===== config.mk =====
export PLATFORM = sky130hd
export DESIGN_NAME = sorted_ring_priority_queue_flat
export DESIGN_NICKNAME = d
export VERILOG_FILES = /design/src/hdl/srpq_pkg.sv /design/src/hdl/srpq_if.sv /design/src/hdl/srpq_ram.sv /design/src/hdl/srpq_ctrl.sv /design/src/hdl/srpq_dp.sv /design/src/hdl/sorted_ring_priority_queue.sv /design/src/flat_wrapper.sv
export SDC_FILE = /design/constraint.sdc
export NUM_CORES = 1
export LEC_CHECK = 0
export BUFFER_PORTS_ARGS = -buffer_cell sky130_fd_sc_hd__buf_2
export CAP_MARGIN = 5
export CORE_ASPECT_RATIO = 0.8
export CORE_MARGIN = 2
export CORE_UTILIZATION = 55
export DETAILED_ROUTE_END_ITERATION = 6
export PLACE_DENSITY_LB_ADDON = 0.1
export SLEW_MARGIN = 20
export SYNTH_ARGS = -nofsm -noshare
export SYNTH_HDL_FRONTEND = slang
export SYNTH_SLANG_ARGS = --single-unit
export TNS_END_PERCENT = 10

===== constraint.sdc =====
create_clock -name clk_i -period 15.2 [get_ports clk_i]
set_clock_uncertainty 0.15 [all_clocks]
set_input_delay 1.52 -clock clk_i [delete_from_list [all_inputs] [get_ports clk_i]]
set_output_delay 1.52 -clock clk_i [all_outputs]
set_load 0.02 [all_outputs]

===== src/hdl/srpq_pkg.sv =====
// ----------------------------------------------------------------------------
// srpq_pkg
// Shared types and constants of the sorted ring priority queue.
// ----------------------------------------------------------------------------
package srpq_pkg;

  // field widths fixed by the channel format
  localparam int TIME_IN_W = 16;
  localparam int INFO_W    = 8;
  localparam int CNT_W     = 5;
  localparam int CAP_W     = 5;
  localparam int STATUS_W  = 2;

  // default build
  localparam int DEPTH_DEF     = 16;
  localparam int TIME_BITS_DEF = 16;

  localparam logic [CAP_W-1:0] CAP_RESET = CAP_W'(16);

  typedef enum logic {
    KIND_ENQ = 1'b0,
    KIND_DEQ = 1'b1
  } kind_e;

  typedef enum logic [STATUS_W-1:0] {
    ST_DONE  = 2'd0,
    ST_FULL  = 2'd1,
    ST_EMPTY = 2'd2
  } status_e;

  typedef enum logic [1:0] {
    S_IDLE,
    S_WALK,
    S_DEQ,
    S_DONE
  } state_e;

  // datapath operations issued by the controller
  typedef enum logic [3:0] {
    OP_NONE,
    OP_ENQ_FIRST,
    OP_ENQ_START,
    OP_WALK_SHIFT,
    OP_WALK_PLACE,
    OP_DEQ_START,
    OP_DEQ_TAKE,
    OP_REFUSE_FULL,
    OP_REFUSE_EMPTY
  } op_e;

  typedef struct packed {
    op_e  op;
    logic load_out;
  } ctl_cmd_t;

  typedef struct packed {
    logic full;
    logic empty;
    logic walk_go;
    logic out_free;
  } dp_sts_t;

endpackage


===== src/hdl/srpq_if.sv =====
// ----------------------------------------------------------------------------
// srpq_if
// Valid/ready channels of the sorted ring priority queue.
// ----------------------------------------------------------------------------
interface srpq_in_if;
  logic                           valid;
  logic                           ready;
  logic                           kind;
  logic [srpq_pkg::TIME_IN_W-1:0] entry_time;
  logic [srpq_pkg::INFO_W-1:0]    entry_info;

  modport source (output valid, kind, entry_time, entry_info, input ready);
  modport sink   (input valid, kind, entry_time, entry_info, output ready);
endinterface

interface srpq_out_if;
  logic                           valid;
  logic                           ready;
  logic                           out_valid;
  logic [srpq_pkg::TIME_IN_W-1:0] out_time;
  logic [srpq_pkg::INFO_W-1:0]    out_info;
  logic [srpq_pkg::STATUS_W-1:0]  status;
  logic [srpq_pkg::CNT_W-1:0]     count;

  modport source (output valid, out_valid, out_time, out_info, status, count, input ready);
  modport sink   (input valid, out_valid, out_time, out_info, status, count, output ready);
endinterface


===== src/hdl/srpq_ram.sv =====
// ----------------------------------------------------------------------------
// srpq_ram
// Simple dual-port RAM: one write port, one read port with registered data.
// ----------------------------------------------------------------------------
module srpq_ram #(
  parameter int WIDTH = 24,
  parameter int DEPTH = 16
) (
  input  logic                     clk_i,
  input  logic                     we_i,
  input  logic [$clog2(DEPTH)-1:0] waddr_i,
  input  logic [WIDTH-1:0]         wdata_i,
  input  logic                     re_i,
  input  logic [$clog2(DEPTH)-1:0] raddr_i,
  output logic [WIDTH-1:0]         rdata_o
);

  logic [WIDTH-1:0] mem [DEPTH];
  logic [WIDTH-1:0] rdata_q;

  always_ff @(posedge clk_i) begin
    if (we_i) begin
      mem[waddr_i] <= wdata_i;
    end
    if (re_i) begin
      rdata_q <= mem[raddr_i];
    end
  end

  assign rdata_o = rdata_q;

endmodule


===== src/hdl/srpq_ctrl.sv =====
// ----------------------------------------------------------------------------
// srpq_ctrl
// Sequencer: decodes a transaction, steps the insertion walk, hands the
// result to the output register.
// ----------------------------------------------------------------------------
module srpq_ctrl (
  input  logic               clk_i,
  input  logic               rst_ni,
  input  logic               in_valid_i,
  input  logic               in_kind_i,
  input  srpq_pkg::dp_sts_t  sts_i,
  output srpq_pkg::ctl_cmd_t cmd_o,
  output logic               in_ready_o
);

  srpq_pkg::state_e state_q, state_d;

  always_ff @(posedge clk_i or negedge rst_ni) begin
    if (!rst_ni) begin
      state_q <= srpq_pkg::S_IDLE;
    end else begin
      state_q <= state_d;
    end
  end

  // next state
  always_comb begin
    state_d = state_q;
    unique case (state_q)
      srpq_pkg::S_IDLE: begin
        if (in_valid_i) begin
          if (in_kind_i == srpq_pkg::KIND_DEQ) begin
            state_d = sts_i.empty ? srpq_pkg::S_DONE : srpq_pkg::S_DEQ;
          end else begin
            state_d = (sts_i.full || sts_i.empty) ? srpq_pkg::S_DONE : srpq_pkg::S_WALK;
          end
        end
      end
      srpq_pkg::S_WALK: begin
        if (!sts_i.walk_go) begin
          state_d = srpq_pkg::S_DONE;
        end
      end
      srpq_pkg::S_DEQ: begin
        state_d = srpq_pkg::S_DONE;
      end
      srpq_pkg::S_DONE: begin
        if (sts_i.out_free) begin
          state_d = srpq_pkg::S_IDLE;
        end
      end
      default: state_d = srpq_pkg::S_IDLE;
    endcase
  end

  // outputs
  always_comb begin
    cmd_o.op       = srpq_pkg::OP_NONE;
    cmd_o.load_out = 1'b0;
    in_ready_o     = 1'b0;
    unique case (state_q)
      srpq_pkg::S_IDLE: begin
        in_ready_o = 1'b1;
        if (in_valid_i) begin
          if (in_kind_i == srpq_pkg::KIND_DEQ) begin
            cmd_o.op = sts_i.empty ? srpq_pkg::OP_REFUSE_EMPTY : srpq_pkg::OP_DEQ_START;
          end else if (sts_i.full) begin
            cmd_o.op = srpq_pkg::OP_REFUSE_FULL;
          end else if (sts_i.empty) begin
            cmd_o.op = srpq_pkg::OP_ENQ_FIRST;
          end else begin
            cmd_o.op = srpq_pkg::OP_ENQ_START;
          end
        end
      end
      srpq_pkg::S_WALK: begin
        cmd_o.op = sts_i.walk_go ? srpq_pkg::OP_WALK_SHIFT : srpq_pkg::OP_WALK_PLACE;
      end
      srpq_pkg::S_DEQ: begin
        cmd_o.op = srpq_pkg::OP_DEQ_TAKE;
      end
      srpq_pkg::S_DONE: begin
        cmd_o.load_out = sts_i.out_free;
      end
      default: begin
        cmd_o.op = srpq_pkg::OP_NONE;
      end
    endcase
  end

endmodule


===== src/hdl/srpq_dp.sv =====
// ----------------------------------------------------------------------------
// srpq_dp
// Datapath: ring pointers, slot RAM, insertion walk registers, result and
// output registers, capacity register.
// ----------------------------------------------------------------------------
module srpq_dp #(
  parameter int DEPTH     = srpq_pkg::DEPTH_DEF,
  parameter int TIME_BITS = srpq_pkg::TIME_BITS_DEF
) (
  input  logic                           clk_i,
  input  logic                           rst_ni,
  input  logic                           cfg_we_i,
  input  logic [srpq_pkg::CAP_W-1:0]     cfg_data_i,
  input  srpq_pkg::ctl_cmd_t             cmd_i,
  output srpq_pkg::dp_sts_t              sts_o,
  input  logic [srpq_pkg::TIME_IN_W-1:0] in_time_i,
  input  logic [srpq_pkg::INFO_W-1:0]    in_info_i,
  input  logic                           out_ready_i,
  output logic                           out_vld_o,
  output logic                           out_valid_o,
  output logic [srpq_pkg::TIME_IN_W-1:0] out_time_o,
  output logic [srpq_pkg::INFO_W-1:0]    out_info_o,
  output logic [srpq_pkg::STATUS_W-1:0]  out_status_o,
  output logic [srpq_pkg::CNT_W-1:0]     out_count_o
);

  localparam int IDX_W   = $clog2(DEPTH);
  localparam int CNT_W   = srpq_pkg::CNT_W;
  localparam int INFO_W  = srpq_pkg::INFO_W;
  localparam int ENTRY_W = TIME_BITS + INFO_W;
  localparam int AW      = ((IDX_W > CNT_W) ? IDX_W : CNT_W) + 1;

  function automatic logic [IDX_W-1:0] ring_next(input logic [IDX_W-1:0] i,
                                                 input logic [CNT_W-1:0] sz);
    logic [AW-1:0] inc;
    inc = AW'(i) + AW'(1);
    if (inc >= AW'(sz)) begin
      ring_next = '0;
    end else begin
      ring_next = inc[IDX_W-1:0];
    end
  endfunction

  function automatic logic [IDX_W-1:0] ring_prev(input logic [IDX_W-1:0] i,
                                                 input logic [CNT_W-1:0] sz);
    logic [AW-1:0] dec;
    dec = AW'(sz) - AW'(1);
    if (i == '0) begin
      ring_prev = dec[IDX_W-1:0];
    end else begin
      ring_prev = i - IDX_W'(1);
    end
  endfunction

  logic [srpq_pkg::CAP_W-1:0] cap_q;
  logic [CNT_W-1:0]           size;
  logic [IDX_W-1:0]           head_q, tail_q, nxt_tail;
  logic [CNT_W-1:0]           cnt_q;
  logic [IDX_W-1:0]           pos_q, prv_q;
  logic [TIME_BITS-1:0]       nt_q;
  logic [INFO_W-1:0]          ni_q;

  logic                          res_valid_q;
  logic [TIME_BITS-1:0]          res_time_q;
  logic [INFO_W-1:0]             res_info_q;
  srpq_pkg::status_e             res_status_q;

  logic                          out_vld_q;
  logic                          out_valid_q;
  logic [srpq_pkg::TIME_IN_W-1:0] out_time_q;
  logic [INFO_W-1:0]             out_info_q;
  logic [srpq_pkg::STATUS_W-1:0] out_status_q;
  logic [CNT_W-1:0]              out_count_q;

  logic               ram_we, ram_re;
  logic [IDX_W-1:0]   ram_waddr, ram_raddr;
  logic [ENTRY_W-1:0] ram_wdata, ram_rdata;
  logic [TIME_BITS-1:0] rd_time;
  logic [INFO_W-1:0]    rd_info;
  logic                 out_free;

  // capacity 0 acts as 1, anything above the built depth as the depth
  always_comb begin
    if (cap_q == '0) begin
      size = CNT_W'(1);
    end else if (32'(cap_q) > 32'(DEPTH)) begin
      size = CNT_W'(DEPTH);
    end else begin
      size = cap_q;
    end
  end

  assign nxt_tail = ring_next(tail_q, size);
  assign rd_time  = ram_rdata[ENTRY_W-1:INFO_W];
  assign rd_info  = ram_rdata[INFO_W-1:0];
  assign out_free = !out_vld_q || out_ready_i;

  assign sts_o.full     = (cnt_q >= size);
  assign sts_o.empty    = (cnt_q == '0);
  // ram_rdata holds the slot before pos_q
  assign sts_o.walk_go  = (pos_q != head_q) && (nt_q < rd_time);
  assign sts_o.out_free = out_free;

  // RAM port control
  always_comb begin
    ram_we    = 1'b0;
    ram_waddr = '0;
    ram_wdata = {TIME_BITS'(in_time_i), in_info_i};
    ram_re    = 1'b0;
    ram_raddr = '0;
    unique case (cmd_i.op)
      srpq_pkg::OP_ENQ_FIRST: begin
        ram_we = 1'b1;
      end
      srpq_pkg::OP_ENQ_START: begin
        ram_re    = 1'b1;
        ram_raddr = ring_prev(nxt_tail, size);
      end
      srpq_pkg::OP_WALK_SHIFT: begin
        ram_we    = 1'b1;
        ram_waddr = pos_q;
        ram_wdata = ram_rdata;
        ram_re    = 1'b1;
        ram_raddr = ring_prev(prv_q, size);
      end
      srpq_pkg::OP_WALK_PLACE: begin
        ram_we    = 1'b1;
        ram_waddr = pos_q;
        ram_wdata = {nt_q, ni_q};
      end
      srpq_pkg::OP_DEQ_START: begin
        ram_re    = 1'b1;
        ram_raddr = head_q;
      end
      default: begin
        ram_we = 1'b0;
      end
    endcase
  end

  srpq_ram #(
    .WIDTH (ENTRY_W),
    .DEPTH (DEPTH)
  ) u_slot_ram (
    .clk_i   (clk_i),
    .we_i    (ram_we),
    .waddr_i (ram_waddr),
    .wdata_i (ram_wdata),
    .re_i    (ram_re),
    .raddr_i (ram_raddr),
    .rdata_o (ram_rdata)
  );

  // ring control; a capacity write empties the queue
  always_ff @(posedge clk_i or negedge rst_ni) begin
    if (!rst_ni) begin
      cap_q  <= srpq_pkg::CAP_RESET;
      head_q <= '0;
      tail_q <= '0;
      cnt_q  <= '0;
    end else if (cfg_we_i) begin
      cap_q  <= cfg_data_i;
      head_q <= '0;
      tail_q <= '0;
      cnt_q  <= '0;
    end else begin
      unique case (cmd_i.op)
        srpq_pkg::OP_ENQ_FIRST: begin
          head_q <= '0;
          tail_q <= '0;
          cnt_q  <= CNT_W'(1);
        end
        srpq_pkg::OP_ENQ_START: begin
          tail_q <= nxt_tail;
        end
        srpq_pkg::OP_WALK_PLACE: begin
          cnt_q <= cnt_q + CNT_W'(1);
        end
        srpq_pkg::OP_DEQ_TAKE: begin
          cnt_q <= cnt_q - CNT_W'(1);
          if (cnt_q == CNT_W'(1)) begin
            head_q <= '0;
            tail_q <= '0;
          end else begin
            head_q <= ring_next(head_q, size);
          end
        end
        default: begin
          cnt_q <= cnt_q;
        end
      endcase
    end
  end

  // walk and result registers
  always_ff @(posedge clk_i) begin
    unique case (cmd_i.op)
      srpq_pkg::OP_ENQ_START: begin
        nt_q  <= TIME_BITS'(in_time_i);
        ni_q  <= in_info_i;
        pos_q <= nxt_tail;
        prv_q <= ring_prev(nxt_tail, size);
      end
      srpq_pkg::OP_WALK_SHIFT: begin
        pos_q <= prv_q;
        prv_q <= ring_prev(prv_q, size);
      end
      srpq_pkg::OP_ENQ_FIRST, srpq_pkg::OP_WALK_PLACE: begin
        res_valid_q  <= 1'b0;
        res_time_q   <= '0;
        res_info_q   <= '0;
        res_status_q <= srpq_pkg::ST_DONE;
      end
      srpq_pkg::OP_REFUSE_FULL: begin
        res_valid_q  <= 1'b0;
        res_time_q   <= '0;
        res_info_q   <= '0;
        res_status_q <= srpq_pkg::ST_FULL;
      end
      srpq_pkg::OP_REFUSE_EMPTY: begin
        res_valid_q  <= 1'b0;
        res_time_q   <= '0;
        res_info_q   <= '0;
        res_status_q <= srpq_pkg::ST_EMPTY;
      end
      srpq_pkg::OP_DEQ_TAKE: begin
        res_valid_q  <= 1'b1;
        res_time_q   <= rd_time;
        res_info_q   <= rd_info;
        res_status_q <= srpq_pkg::ST_DONE;
      end
      default: begin
        pos_q <= pos_q;
      end
    endcase
  end

  // output register
  always_ff @(posedge clk_i or negedge rst_ni) begin
    if (!rst_ni) begin
      out_vld_q <= 1'b0;
    end else if (cmd_i.load_out) begin
      out_vld_q <= 1'b1;
    end else if (out_ready_i) begin
      out_vld_q <= 1'b0;
    end
  end

  always_ff @(posedge clk_i) begin
    if (cmd_i.load_out) begin
      out_valid_q  <= res_valid_q;
      out_time_q   <= srpq_pkg::TIME_IN_W'(res_time_q);
      out_info_q   <= res_info_q;
      out_status_q <= res_status_q;
      out_count_q  <= cnt_q;
    end
  end

  assign out_vld_o    = out_vld_q;
  assign out_valid_o  = out_valid_q;
  assign out_time_o   = out_time_q;
  assign out_info_o   = out_info_q;
  assign out_status_o = out_status_q;
  assign out_count_o  = out_count_q;

  a_empty_ptrs_zero : assert property (@(posedge clk_i) disable iff (!rst_ni)
    (cnt_q == '0) |-> (head_q == '0 && tail_q == '0))
    else $error("empty queue with non-zero ring pointers");

  a_place_counts : assert property (@(posedge clk_i) disable iff (!rst_ni)
    (cmd_i.op == srpq_pkg::OP_WALK_PLACE && !cfg_we_i) |=> (cnt_q == $past(cnt_q) + CNT_W'(1)))
    else $error("insertion did not bump the entry count");

  a_entry_only_done : assert property (@(posedge clk_i) disable iff (!rst_ni)
    (out_vld_q && out_valid_q) |-> (out_status_q == srpq_pkg::ST_DONE))
    else $error("dequeued entry presented with a refusal status");

  a_load_when_free : assert property (@(posedge clk_i) disable iff (!rst_ni)
    (out_vld_q && !out_ready_i) |=> (out_vld_q && $stable(out_count_q)))
    else $error("pending result overwritten");

endmodule


===== src/hdl/sorted_ring_priority_queue.sv =====
// ----------------------------------------------------------------------------
// sorted_ring_priority_queue
// Priority queue of (time, info) entries kept in ascending time order in a
// ring of slots; an enqueue sinks the new entry back past later times.
// ----------------------------------------------------------------------------
// channel   dir  handshake           payload
// in_i      in   valid/ready         kind, entry_time, entry_info
// out_o     out  valid/ready         out_valid, out_time, out_info, status, count
// cfg       in   cfg_we_i (no wait)  cfg_data_i = capacity
//
// Dequeue: accept with a slot RAM read, take the entry into the result register,
// then load the output register. Refused operations and an enqueue into an empty
// queue go from accept straight to the output load. Otherwise the walk moves each
// later entry back one slot, with one read and one write of the slot RAM per cycle.
// One transaction at a time; the output register lets the next one start
// while a result waits. Reset empties the queue; no clearing pass.
// A capacity write empties the queue.
// ----------------------------------------------------------------------------
module sorted_ring_priority_queue #(
  parameter int DEPTH     = srpq_pkg::DEPTH_DEF,
  parameter int TIME_BITS = srpq_pkg::TIME_BITS_DEF
) (
  input  logic                       clk_i,
  input  logic                       rst_ni,
  input  logic                       cfg_we_i,
  input  logic [srpq_pkg::CAP_W-1:0] cfg_data_i,
  srpq_in_if.sink                    in_i,
  srpq_out_if.source                 out_o
);

  srpq_pkg::ctl_cmd_t cmd;
  srpq_pkg::dp_sts_t  sts;

  srpq_ctrl u_ctrl (
    .clk_i      (clk_i),
    .rst_ni     (rst_ni),
    .in_valid_i (in_i.valid),
    .in_kind_i  (in_i.kind),
    .sts_i      (sts),
    .cmd_o      (cmd),
    .in_ready_o (in_i.ready)
  );

  srpq_dp #(
    .DEPTH     (DEPTH),
    .TIME_BITS (TIME_BITS)
  ) u_dp (
    .clk_i        (clk_i),
    .rst_ni       (rst_ni),
    .cfg_we_i     (cfg_we_i),
    .cfg_data_i   (cfg_data_i),
    .cmd_i        (cmd),
    .sts_o        (sts),
    .in_time_i    (in_i.entry_time),
    .in_info_i    (in_i.entry_info),
    .out_ready_i  (out_o.ready),
    .out_vld_o    (out_o.valid),
    .out_valid_o  (out_o.out_valid),
    .out_time_o   (out_o.out_time),
    .out_info_o   (out_o.out_info),
    .out_status_o (out_o.status),
    .out_count_o  (out_o.count)
  );

endmodule

===== src/flat_wrapper.sv =====
// flat-port wrapper written by rule: the top's interface ports become plain ports
module sorted_ring_priority_queue_flat 
#(
  parameter int DEPTH     = srpq_pkg::DEPTH_DEF,
  parameter int TIME_BITS = srpq_pkg::TIME_BITS_DEF
)
  (clk_i, rst_ni, cfg_we_i, cfg_data_i, in_i_valid, in_i_kind, in_i_entry_time, in_i_entry_info, in_i_ready, out_o_valid, out_o_out_valid, out_o_out_time, out_o_out_info, out_o_status, out_o_count, out_o_ready);
  srpq_in_if in_i_i ();
  srpq_out_if out_o_i ();
  input  logic clk_i;
  input  logic rst_ni;
  input  logic cfg_we_i;
  input  logic [srpq_pkg::CAP_W-1:0] cfg_data_i;
  input wire logic [$bits(in_i_i.valid)-1:0] in_i_valid;
  input wire logic [$bits(in_i_i.kind)-1:0] in_i_kind;
  input wire logic [$bits(in_i_i.entry_time)-1:0] in_i_entry_time;
  input wire logic [$bits(in_i_i.entry_info)-1:0] in_i_entry_info;
  output wire logic [$bits(in_i_i.ready)-1:0] in_i_ready;
  output wire logic [$bits(out_o_i.valid)-1:0] out_o_valid;
  output wire logic [$bits(out_o_i.out_valid)-1:0] out_o_out_valid;
  output wire logic [$bits(out_o_i.out_time)-1:0] out_o_out_time;
  output wire logic [$bits(out_o_i.out_info)-1:0] out_o_out_info;
  output wire logic [$bits(out_o_i.status)-1:0] out_o_status;
  output wire logic [$bits(out_o_i.count)-1:0] out_o_count;
  input wire logic [$bits(out_o_i.ready)-1:0] out_o_ready;
  assign in_i_i.valid = in_i_valid;
  assign in_i_i.kind = in_i_kind;
  assign in_i_i.entry_time = in_i_entry_time;
  assign in_i_i.entry_info = in_i_entry_info;
  assign in_i_ready = in_i_i.ready;
  assign out_o_valid = out_o_i.valid;
  assign out_o_out_valid = out_o_i.out_valid;
  assign out_o_out_time = out_o_i.out_time;
  assign out_o_out_info = out_o_i.out_info;
  assign out_o_status = out_o_i.status;
  assign out_o_count = out_o_i.count;
  assign out_o_i.ready = out_o_ready;
  sorted_ring_priority_queue #(.DEPTH(DEPTH), .TIME_BITS(TIME_BITS)) u_core (.clk_i(clk_i), .rst_ni(rst_ni), .cfg_we_i(cfg_we_i), .cfg_data_i(cfg_data_i), .in_i(in_i_i), .out_o(out_o_i));
endmodule

Word-level counts from Yosys, hierarchy flattened
Memories as Yosys holds them, arrays and structs flattened. A register that Yosys moved wholly into a read port is not among the register bits.
Cells that the tools add are included.

cells by class
  bitwise gates (word level) = 0
  reduce and logical (&&, ||, !) cells = 23
  add/sub/neg operators = 7
  mux-type cells = 45
  divide/modulo/power cells = 0
  multiply operators = 0
  magnitude comparators = 5
  shift operators = 0
  equality and inequality tests = 17

operators by type and width
  operator                                              count
  2-to-1 mux 4 bit                                      13
  one-hot mux 24 bit (2 select lines)                   1
  one-hot mux 4 bit (3 select lines)                    3
  one-hot mux 16 bit (2 select lines)                   1
  one-hot mux 4 bit (2 select lines)                    3
  equality test 4 x 3 -> 1 bit (second input constant)  4
  < comparator 16 bit                                   1
  one-hot mux 8 bit (2 select lines)                    1
  greater-or-equal comparator 5 bit                     3
  2-to-1 mux 5 bit                                      3
  one-hot mux 5 bit (3 select lines)                    1
  2-to-1 mux 2 bit                                      6
  subtractor 4 x 1 -> 4 bit (second input constant)     3
  adder 4 x 1 -> 5 bit (second input constant)          2
  zero test 5 bit                                       2
  2-to-1 mux 1 bit                                      9
  OR reduction 3 bit                                    3
  equality test 4 x 2 -> 1 bit (second input constant)  2
  zero test 4 bit                                       2
  one-hot mux 2 bit (4 select lines)                    1
  nonzero test 4 bit                                    2
  inequality test 2 bit (second input constant)         3
  one-hot mux 2 bit (3 select lines)                    1
  nonzero test 2 bit                                    3
  21 further kinds                                      24

storage, ports and cells
  input port bits = 35
  memory bits (writable) = 384
  logic and storage cells = 117
  memories = 1
  bits in latches = 0
  ROM bits = 0
  bits in registers = 112

memories
  name                        depth  bits a word  read ports  clocked after Yosys merged registers in  wr ports  RTL line        RTL
  u_core.u_dp.u_slot_ram.mem  16     24           1           1                                        1         srpq_ram.sv:18  logic [WIDTH-1:0] mem [DEPTH];

Logic depth before layout (Yosys ltp)
  depth in word-level cells = 13
  gate-level depth with buffers = 21
  mapped depth without buffers = 18

Cells and area by module
From an unflattened synthesis, not the netlist that was laid out.

unflattened totals
  cell total of the unflattened synthesis = 1,166
  area, all modules = 21,145.3 µm²

by module, submodules not included
  module     sequential area each (µm²)  area each (µm²)  cells an instance  times used
  srpq_ram   12,251.8                    15,170.8         636                1
  srpq_dp    3,209.3                     5,693.0          494                1
  srpq_ctrl  50.0                        281.5            36                 1

Worst setup path before layout
OpenSTA, ideal clock, no wires.

  kind = input port to flip-flop
  from = in in_i_kind
  to = mem u_core.u_dp.u_slot_ram.mem[0][0], enable pin
  setup time = 442 ps
  path buffers = 2
  stages = 10
  path slack = 9,554 ps
  arrival time = 5,054 ps
  required time = 14,608 ps
  cells stage by stage = clkbuf_1 -> o21bai_1 -> o41ai_1 -> nor2_1 -> a41oi_2 -> buf_4 -> nor2_2 -> nor2_1 -> or3_1 -> o31ai_1

on the way
  longest elaborated chain between the ends = 8
  elaborated cells on any way between the ends = 12
  those cells by class = eq/ne (3); mux (7); reduce/logical (2)

ends and longest elaborated chain
  what                                                        RTL line            RTL
  from (decl)                                                 flat_wrapper.sv:15  input wire logic [$bits(in_i_i.kind)-1:0] in_i_kind;
  2-to-1 mux 4 bit (*)                                        srpq_ctrl.sv:65     if (in_kind_i == srpq_pkg::KIND_DEQ) begin
  2-to-1 mux 4 bit (*)                                        srpq_ctrl.sv:64     if (in_valid_i) begin
  one-hot mux 4 bit (3 select lines) (*)                      srpq_ctrl.sv:61     unique case (state_q)
  equality test 4 x 2 -> 1 bit, or another cell as far along  srpq_dp.sv:111      unique case (cmd_i.op)
  OR reduction 3 bit (no line)                                --
  2-to-1 mux 1 bit                                            srpq_dp.sv:111
  2-to-1 mux 1 bit                                            srpq_ram.sv:22      if (we_i) begin
  2-to-1 mux 1 bit (not written as such)                      srpq_ram.sv:23      mem[waddr_i] <= wdata_i;
  to (decl)                                                   srpq_ram.sv:18

Mark *: on every way between the ends. The rest lies on a longest branch, timed or not.

Worst setup path in the final report
  from = reg u_core.u_dp.cap_q[3] in the netlist's numbering
  to = reg u_core.u_dp.u_slot_ram.rdata_q[4] (netlist: u_core.u_dp.u_slot_ram.rdata_o[4]), read port of u_core.u_dp.u_slot_ram.mem, data pin

on the way
  longest elaborated chain between the ends = 11
  elaborated cells on any way between the ends = 22
  those cells by class = add/sub (2); order compare (3); eq/ne (3); mux (11); reduce/logical (3)

ends and longest elaborated chain
  what                                                                                 RTL line         RTL
  from (decl)                                                                          srpq_dp.sv:55    logic [srpq_pkg::CAP_W-1:0] cap_q;
  from (signal assigned)                                                               srpq_dp.sv:157   cap_q <= srpq_pkg::CAP_RESET;
  from (signal assigned)                                                               srpq_dp.sv:162   cap_q <= cfg_data_i;
  greater-than comparator 5 bit                                                        srpq_dp.sv:86    end else if (32'(cap_q) > 32'(DEPTH)) begin
  2-to-1 mux 5 bit                                                                     srpq_dp.sv:86
  2-to-1 mux 5 bit (*)                                                                 srpq_dp.sv:84    if (cap_q == '0) begin
  greater-or-equal comparator 5 bit                                                    srpq_dp.sv:98    assign sts_o.full = (cnt_q >= size);
  2-to-1 mux 4 bit                                                                     srpq_ctrl.sv:67  end else if (sts_i.full) begin
  2-to-1 mux 4 bit                                                                     srpq_ctrl.sv:65
  2-to-1 mux 4 bit                                                                     srpq_ctrl.sv:64
  one-hot mux 4 bit (3 select lines)                                                   srpq_ctrl.sv:61
  equality test 4 x 2 -> 1 bit / equality test 4 x 3 -> 1 bit (equally long branches)  srpq_dp.sv:111
  OR reduction 3 bit (no line)                                                         --
  2-to-1 mux 1 bit                                                                     srpq_dp.sv:111
  to (decl)                                                                            srpq_ram.sv:19   logic [WIDTH-1:0] rdata_q;

Marks and branches as above.
A chain may end at the register's enable or synchronous reset.

==> metrics <==
status complete, no violations; final critical-path share of the clock period 41.0%; FFs w/ async S/R, synth 4.04%; worst skew pair latency 0.58 ns; FF/Latch Area 15500 um2; CP Data Required Time 15.37 ns; Post-DP Area 22800 um2; RePlAce Congestion 0.891; net switching power 2.07 mW; register area share after synthesis 70.9%; CP arrival 6.40 ns; Sequential Power Share 43.3%; Pint 3.51 mW; initial antenna violation count 0; endpoints failing hold 0; Clk pin slew, worst setup/hold paths 0.06 ns; clock sink count 520; number of synthesized flops with an enable pin 499; Post-Syn Instances 1449; pwr dens 228 nW/um2; hold-fix buffers at CTS 0; worst vdd ir 0.134 mV; vias in the first global route 12500; Slew Limit Fails 0; critical-path maximum fanout 77; final antenna-violating net count 0; met2 GRT Util 39.4%; Hold Slack 0.268 ns; grt total ovfl 0; Nets 1604; CTS Buf Count 51; Chip Height 182 um; core footprint 39400 um2; number of synthesis warnings 0; wire per inst 25.8 um; met1 usage 39.7%; routed vias 12900; Pleak 8.98 nW; H-tree Lvls 2; die area 41400 um2; RSZ-0062 raised after global routing false; met3 usage 5.55%; grt peak-use layer met1; IO buf count 68; syn nets 1527; top_reg_cell synth edfxtp_1; Hold/Removal Path Class reg2reg; CTS tree done; Final Cell Area 24400 um2; Inserted Diodes 0; crit path capture type register; clk root buf clkbuf_16; DRC Markers 0; fmax 0.160 GHz; mapped cell area 21900 um2; dominant cell type by area after synthesis edfxtp_1; GRT Util Overall 26.6%; global-route wire length before repair 80100 um; Comb power frac 35.3%; DRT Pass-1 Iters 6; site row count 65; crit path time final 6.23 ns; top-level I/O count 69; Max-Cap Viols 0; vias per cell 6.16; Layout fillers 2965; pin count of the biggest net entering global routing 78; syn_area_per_cell 15.1 um2; worst setup path category reg2reg; Multi-input gate area 5980 um2; most frequent cell after synthesis edfxtp_1; slew margin rel. 26.6%; count of state elements after synthesis 520; fraction of layout cells with a size suffix above 1 13.7%; Routed WL 54200 um; setup_tns 0 ns; Die X 227 um; post-synth top area share 68.5%; Area Growth Syn to Fin 11.6%; fin util 62.0%; initial DRC count 1558; Worst Tran Pin Value 1.10 ns; switching portion of total power 37.0%; startpoint types register; top cells by count, synth edfxtp_1, mux2i_1, nand2_1; Synth cell types 63; Setup violations, final 0; DP HPWL 32500 um; part of the power in the clock network 21.5%; post-CTS setup buffers 0; synth top area cells edfxtp_1, mux2i_1, nand2_1; cts repair resizes 0; Max clock buf depth 3; initial core utilization 55.6%
==> area by class of cell <==
cell class	count	area share, %
flip-flops and latches	520	63.5
multi-input cells	823	24.5
clock buffers	68	5.70
well taps	536	2.75
repair buffers	98	2.33
clock inverters	23	0.707
inverters	32	0.492
==> path summary, 6_finish.rpt <==
path / startpoint / cells past startpoint / end / slack (ns)
max in group asynchronous: rst_ni / 1 / u_core.u_dp.out_vld_o / 13.73
max: u_core.u_dp.cap_q[3] / 17 / u_core.u_dp.u_slot_ram.rdata_o[4] / 8.97
min: u_core.u_dp.res_time_q[15] / 0 / u_core.u_dp.out_time_o[15] / 0.27
max reg2reg: u_core.u_dp.cap_q[3] / 17 / u_core.u_dp.u_slot_ram.rdata_o[4] / 8.97
min reg2reg: u_core.u_dp.res_time_q[15] / 0 / u_core.u_dp.out_time_o[15] / 0.27
min in group asynchronous: rst_ni / 1 / u_core.u_dp.tail_q[3] / 0.78
==> power by group through the flow <==
stage | Sequential, mW | Clock [mW] | Combinational, mW
after detailed placement | 2.44 | 0 | 1.95
after global routing | 2.43 | 1.27 | 2.13
after floorplan | 2.41 | 0 | 1.26
after CTS | 2.41 | 1.21 | 1.96
after global placement | 2.43 | 0 | 1.91
final | 2.41 | 1.20 | 1.97
==> placed cells by master (no fill, tap or decap), drive strengths merged, types with 42 or more instances in the layout <==
cell type,synthesis,final
mux2i,178,178
clkbuf,35,68
nor2,44,44
ha,43,43
nor3,42,42
a21oi,43,43
edfxtp,499,499
nand3,54,54
nand2,146,146
buf,39,98
==> per-layer routing <==
layer / vias to the layer above / wire length [um] / part of all wire, %
li1: 5808 / - / -
met1: 6503 / 24100 / 44
met2: 532 / 24200 / 45
met3: 102 / 4300 / 7.9
met4: 0 / 1620 / 3.0
met5: - / 0 / 0
==> worst max-delay path, cell delays in order, from the launching register on <==
cell       delay [ns]
dfrtp_1          0.40
nor3_1           0.08
o21ai_0          0.39
inv_1            0.16
ha_1             0.32
nor2b_1          0.04
o21ai_0          0.57
a21oi_1          0.21
o21a_1           0.26
a2111oi_4        0.65
a2bb2oi_2        0.15
and2_4           0.19
buf_6            0.29
buf_4            0.58
nor2_4           0.90
a22oi_1          0.23
a31oi_1          0.24
a21oi_1          0.06
==> flip-flops by register name (all words and copies together), names as in the netlist, 5 cells and up <==
name / cells
u_core.u_dp.out_time_o: 16
u_core.u_dp.nt_q: 16
u_core.u_dp.out_info_o: 8
u_core.u_dp.cnt_q: 5
u_core.u_dp.out_count_o: 5
u_core.u_dp.res_info_q: 8
u_core.u_dp.u_slot_ram.mem: 384
u_core.u_dp.cap_q: 5
u_core.u_dp.u_slot_ram.rdata_o: 24
u_core.u_dp.res_time_q: 16
u_core.u_dp.ni_q: 8
==> through the flow <==
stage	setup slack [ns]	power, mW	instances
finish	8.97	5.58	2100
global route	8.54	5.83	2100
CTS	8.79	5.58	2100
detailed placement	8.82	4.39	2009
global placement	8.95	4.34	2009
floorplan	9.55	3.67	1449
==> cell families after synthesis <==
group	count (synthesis)	share of synthesized area [%]
flops	520	70.9
simple gates	342	7.17
compound gates	243	8.22
mux	184	8.45
buf+inv	106	2.37
fa+ha+maj	43	2.46
xor+xnor	11	0.440
(Power assumes the default switching activity.)
